--- src/rtl/core/bblc_pkg.sv ---
// Shared types and codes for the byte-budget LRU block cache.
package bblc_pkg;

   localparam int KEY_W    = 64;
   localparam int SIZE_W   = 21;
   localparam int REF_W    = 32;
   localparam int CAP_W    = 32;
   localparam int USED_W   = 33;
   localparam int CNT_W    = 48;
   localparam int ENTRY_W  = 7;
   localparam int FUNC_W   = 2;
   localparam int REQ_W    = 184;
   localparam int RSP_W    = 192;

   // Operation codes carried on the request tuser
   typedef enum logic [FUNC_W-1:0] {
      FUNC_LOOKUP = 2'd0,
      FUNC_INSERT = 2'd1,
      FUNC_TRIM   = 2'd2,
      FUNC_NONE   = 2'd3
   } func_type;

   // Controller states
   typedef enum logic [2:0] {
      ST_IDLE,
      ST_MATCH,
      ST_EXEC,
      ST_EVICT,
      ST_INSERT,
      ST_TRIM,
      ST_DONE
   } state_type;

   // Commands broadcast along the cell row
   typedef enum logic [2:0] {
      CMD_NOP,
      CMD_MATCH,
      CMD_FRONT,
      CMD_UPDATE,
      CMD_DROP_MATCH,
      CMD_DROP_RANK,
      CMD_INSERT
   } cmd_type;

   // Status a cell reports back to the controller
   typedef struct packed {
      logic              match;
      logic [SIZE_W-1:0] m_size;
      logic [REF_W-1:0]  m_ref;
      logic [SIZE_W-1:0] o_size;
   } cell_stat_type;

endpackage

--- src/rtl/core/bblc_cell.sv ---
// One cache slot: key, size, handle and recency rank, plus free-slot chain.
module bblc_cell import bblc_pkg::*; #(
   parameter int RW = 6
) (
   input  logic              clock,
   input  logic              reset,
   input  cmd_type           cmd_op,
   input  logic [RW-1:0]     cmd_rank,
   input  logic [KEY_W-1:0]  key_file,
   input  logic [KEY_W-1:0]  key_offset,
   input  logic [SIZE_W-1:0] wr_size,
   input  logic [REF_W-1:0]  wr_ref,
   input  logic              free_in,     // some lower cell is free
   output logic              free_out,
   output logic              valid_out,
   output logic [RW-1:0]     m_rank,
   output cell_stat_type     stat
);

   logic              valid_ff, valid_in;
   logic              match_ff, match_in;
   logic [RW-1:0]     rank_ff, rank_in;
   logic [KEY_W-1:0]  file_ff, file_in;
   logic [KEY_W-1:0]  offset_ff, offset_in;
   logic [SIZE_W-1:0] size_ff, size_in;
   logic [REF_W-1:0]  ref_ff, ref_in;

   // Next slot contents per command
   always_comb begin
      valid_in  = valid_ff;
      match_in  = match_ff;
      rank_in   = rank_ff;
      file_in   = file_ff;
      offset_in = offset_ff;
      size_in   = size_ff;
      ref_in    = ref_ff;
      case (cmd_op)
         CMD_MATCH: begin
            match_in = valid_ff && (file_ff == key_file) && (offset_ff == key_offset);
         end
         CMD_FRONT, CMD_UPDATE: begin
            if (valid_ff && (rank_ff < cmd_rank)) rank_in = rank_ff + 1'b1;
            if (match_ff) begin
               rank_in = '0;
               if (cmd_op == CMD_UPDATE) begin
                  size_in = wr_size;
                  ref_in  = wr_ref;
               end
            end
         end
         CMD_DROP_MATCH: begin
            if (match_ff) begin
               valid_in = 1'b0;
               match_in = 1'b0;
            end else if (valid_ff && (rank_ff > cmd_rank)) begin
               rank_in = rank_ff - 1'b1;
            end
         end
         CMD_DROP_RANK: begin
            if (valid_ff && (rank_ff == cmd_rank)) begin
               valid_in = 1'b0;
               match_in = 1'b0;
            end
         end
         CMD_INSERT: begin
            if (valid_ff) begin
               rank_in = rank_ff + 1'b1;
            end else if (!free_in) begin
               valid_in  = 1'b1;
               rank_in   = '0;
               file_in   = key_file;
               offset_in = key_offset;
               size_in   = wr_size;
               ref_in    = wr_ref;
            end
         end
         default: begin
         end
      endcase
   end

   always_ff @(posedge clock) begin
      if (reset) begin
         valid_ff <= 1'b0;
         match_ff <= 1'b0;
      end else begin
         valid_ff <= valid_in;
         match_ff <= match_in;
      end
      rank_ff   <= rank_in;
      file_ff   <= file_in;
      offset_ff <= offset_in;
      size_ff   <= size_in;
      ref_ff    <= ref_in;
   end

   // Gated outputs so the controller can OR them across the row
   assign free_out    = free_in || !valid_ff;
   assign valid_out   = valid_ff;
   assign m_rank      = match_ff ? rank_ff : '0;
   assign stat.match  = match_ff;
   assign stat.m_size = match_ff ? size_ff : '0;
   assign stat.m_ref  = match_ff ? ref_ff : '0;
   assign stat.o_size = (valid_ff && (rank_ff == cmd_rank)) ? size_ff : '0;

endmodule

--- config.mk ---
export PLATFORM = sky130hd
export DESIGN_NAME = bblc_cell
export DESIGN_NICKNAME = d
export VERILOG_FILES = /design/src/rtl/core/bblc_pkg.sv /design/src/rtl/core/bblc_cell.sv
export SDC_FILE = /design/constraint.sdc
export NUM_CORES = 1
export LEC_CHECK = 0
export BUFFER_PORTS_ARGS = -buffer_cell sky130_fd_sc_hd__buf_4
export CAP_MARGIN = 5
export CORE_MARGIN = 4
export CORE_UTILIZATION = 39
export DETAILED_ROUTE_END_ITERATION = 10
export GPL_TIMING_DRIVEN = 0
export PLACE_DENSITY = 0.67
export SLEW_MARGIN = 30
export SYNTH_ARGS = -nofsm -noshare
export SYNTH_HDL_FRONTEND = slang
export SYNTH_SLANG_ARGS = --single-unit
--- constraint.sdc ---
create_clock -name clock -period 6.66 [get_ports clock]
set_input_delay 0.333 -clock clock [delete_from_list [all_inputs] [get_ports clock]]
set_output_delay 0.333 -clock clock [all_outputs]
set_load 0.1 [all_outputs]
==> flow_summary.ini <==
[finish]
fill_cells = 1798
drive_gt1_frac = 0.346
fin_nets = 1101
fin_area_mm2 = 0.0115
fin_cells = 1188
final_util = 0.546
n_antenna_cell = 0
areaGrowthSynthToFinish_pct = 37.5

[synthesis]
synth_seq_cells = 189
synth_area_per_cell_um2 = 13.9
synth_ff_type = edfxtp_1
syn_inst = 602
netlist_area_mm2 = 0.00835
yosysWarnings = 0
synth_nets = 803
synth.distinct_cells = 40
synth_edf_count = 187
async_flop_share = 0
synth-seq-area-share = 0.677

[pwr]
vdd.ir_drop.worst_uv = 175
seqPwrFrac = 0.518
p_int_uw = 2060
pwr-share-comb = 0.083
switching_power_uw = 556
p_leak_uw = 0.00463
p_clk_frac = 0.398
p_total_uw = 2620
switching_share = 0.212
power_density_mw_per_mm2 = 228

[timing]
fin_ws_ns = 3.54
skew_ns = 0.00948
fmax_mhz = 320
finalHoldViolCount = 0
min_period_ns = 3.12
rsz0062_at_grt = no
tightest_slew_ns = 0.836
slew_viol_final = 0
final-setup-viol-count = 0
maxSlewHeadroom = 0.428
fin_crit_sh = 0.469

[placed_design]
io_buffer_count = 275
placed_area_mm2 = 0.0109
gp_congestion = 0.886
pre_cts_slack_ns = 3.83
post-dp-hpwl_um = 17000
dpl.cell_count = 1156

[detailed_routing]
wl_per_cell_um = 18.0
final_antenna_net_count = 0
drt-vias-per-instance = 4.81
drt_iter0_drc = 265
wirelength_um = 21300
drc = 0
vias = 5720
drt_first_pass_iters = 7

[run_status]
outcome = complete, no violations

[critical_path]
crit_type = reg2out
r2r_setup_slack_ns = 3.90
reg2regPathDepth = 6
r2r_start = file_ff[6]
worstSetupStartpoint = rank_ff[4]
cp-end-kind = primary output
cp_max_fo = 10
start_kind = register
required_ns = 6.33
cp.arrival_ns = 2.79
r2r-end = match_ff
critical_path.endpoint = stat[11]

[clock_network]
cts_num_sinks = 189
postCtsSetupBuffers = 0
clk_latency_ns = 0.42
htreeDepth = 4
clock_tree.buffer_depth = 2
cts_resized = 0
cts_tree = yes
cts-root-buf = clkbuf_16
cts_hold_buffers = 0
clk_pin_slew_ns = 0.07
cts_made_buffers = 17

[min_path]
min_path_type = in2reg

[floorplanning]
coreArea_mm2 = 0.0210
core.rowCount = 53
start_util = 0.397
die_w_um = 154
die_area_mm2 = 0.0238
die_h_um = 154
io_pins = 276

[global_routing]
track_usage = 0.173
grt_pass1_wl_um = 31800
antenna_found_initial = 0
grt_remaining_overflow = 0
grt_max_degree = 49
grt_pass1_vias = 5838

[run]
cap_violations = 0
==> per-layer routing <==
metal | routed length [µm] | track usage
met4 | 379 | 0.0492
met2 | 10600 | 0.298
met3 | 2140 | 0.0688
met1 | 8200 | 0.201
met5 | 0 | 0
==> per-stage QoR <==
step                      setup TNS (ns)  hold slack (ns)
after global placement            -20.04            0.511
final                                  0           0.0817
after floorplan                        0            0.412
after CTS                              0           0.0579
after detailed placement               0            0.513
after global routing                   0           0.0517
==> flip-flops by register name (all words and copies together) (netlist names) <==
name and cells:
offset_ff 64, file_ff 64, rank_ff 6, match_ff 1, size_ff 21, valid_out 1
ref_ff 32
==> worst min path at each step <==
| stage | from | to | slack (ns) | depth (start not counted) |
|---|---|---|---|---|
| 2_1_floorplan | reset | valid_out | 0.41 | 1 |
| 3_3_place_gp | wr_ref[15] | ref_ff[15] | 0.51 | 1 |
| 3_5_place_dp | wr_size[8] | size_ff[8] | 0.51 | 1 |
| 4_1_cts | wr_size[8] | size_ff[8] | 0.06 | 1 |
| 5_1_grt | wr_ref[19] | ref_ff[19] | 0.05 | 1 |
| 6_report | wr_size[8] | size_ff[8] | 0.08 | 1 |
==> synth_stat cells (all sizes together) (2+ instances only) <==
library cell	instances	area [µm²]
a2111oi	11	96.3
a21oi	8	40.0
a221o	2	20.0
a221oi	6	52.6
a22o	7	62.6
and2	81	507
clkbuf	11	41.3
dfxtp	2	40.0
edfxtp	187	5620
ha	8	100
inv	58	218
nand2	10	37.5
nand2b	8	50.1
nand3	2	10.0
nand4	13	81.3
nor2	11	41.3
nor2b	34	213
nor3	3	15.0
nor4	18	113
o2111ai	2	17.5
o21ai	5	25.0
o22a	2	17.5
o22ai	18	113
o2bb2ai	4	35.0
or4	4	30.0
xnor2	17	149
xor2	58	508
==> cell type report <==
cell class | instances | area (µm²) | area share
sequential | 189 | 5660 | 0.492
multi-input combinational | 343 | 2440 | 0.213
timing repair buffer | 279 | 2170 | 0.189
clock buffer | 18 | 429 | 0.0374
tap | 275 | 344 | 0.0300
inverter | 58 | 218 | 0.0190
clock inverter | 14 | 181 | 0.0158
buffer | 12 | 48.8 | 0.00425
==> critical path: stages, from the launching register on <==
cell	delay (ns)
edfxtp_1	0.50
ha_1	0.35
nand4_1	0.15
nor3_1	0.49
clkbuf_1	0.34
and2_1	0.23
buf_4	0.31
==> power groups by stage <==
stage / registers [µW] / clock network [µW] / logic, µW
2_1_floorplan: 1380 / 0 / 82.4
3_3_place_gp: 1390 / 0 / 208
3_5_place_dp: 1380 / 0 / 219
4_1_cts: 1360 / 1080 / 220
5_1_grt: 1360 / 1130 / 241
6_report: 1360 / 1040 / 218
==> cell families (layout without fill, tap and decap cells) <==
logic type | count (synthesis) | after routing | share of synthesized area
flip-flops | 189 | 189 | 0.677
AND/OR/NAND/NOR | 185 | 185 | 0.132
XOR/XNOR | 75 | 75 | 0.0786
AO/OA/AOI/OAI | 73 | 73 | 0.0656
buffers and inverters | 70 | 381 | 0.0319
adder cells (fa/ha/maj) | 8 | 8 | 0.0120
multiplexers | 2 | 2 | 0.00255
==> layout by cell type (no fill, tap or decap), types with 4 or more instances in the layout <==
| cell | instances |
|---|---|
| buf_4 | 276 |
| edfxtp_1 | 187 |
| and2_1 | 80 |
| inv_1 | 58 |
| xor2_1 | 58 |
| nor2b_1 | 34 |
| nor4_1 | 18 |
| o22ai_1 | 18 |
| xnor2_1 | 17 |
| clkbuf_16 | 17 |
| nand4_1 | 13 |
| clkbuf_1 | 12 |
| a2111oi_0 | 11 |
| nor2_1 | 10 |
| nand2_1 | 10 |
| nand2b_1 | 8 |
| a21oi_1 | 8 |
| ha_1 | 8 |
| a221oi_1 | 6 |
| a22o_1 | 6 |
| o21ai_0 | 5 |
| clkinvlp_4 | 5 |
| o2bb2ai_1 | 4 |
| or4_1 | 4 |
(Power assumes the default switching activity.)
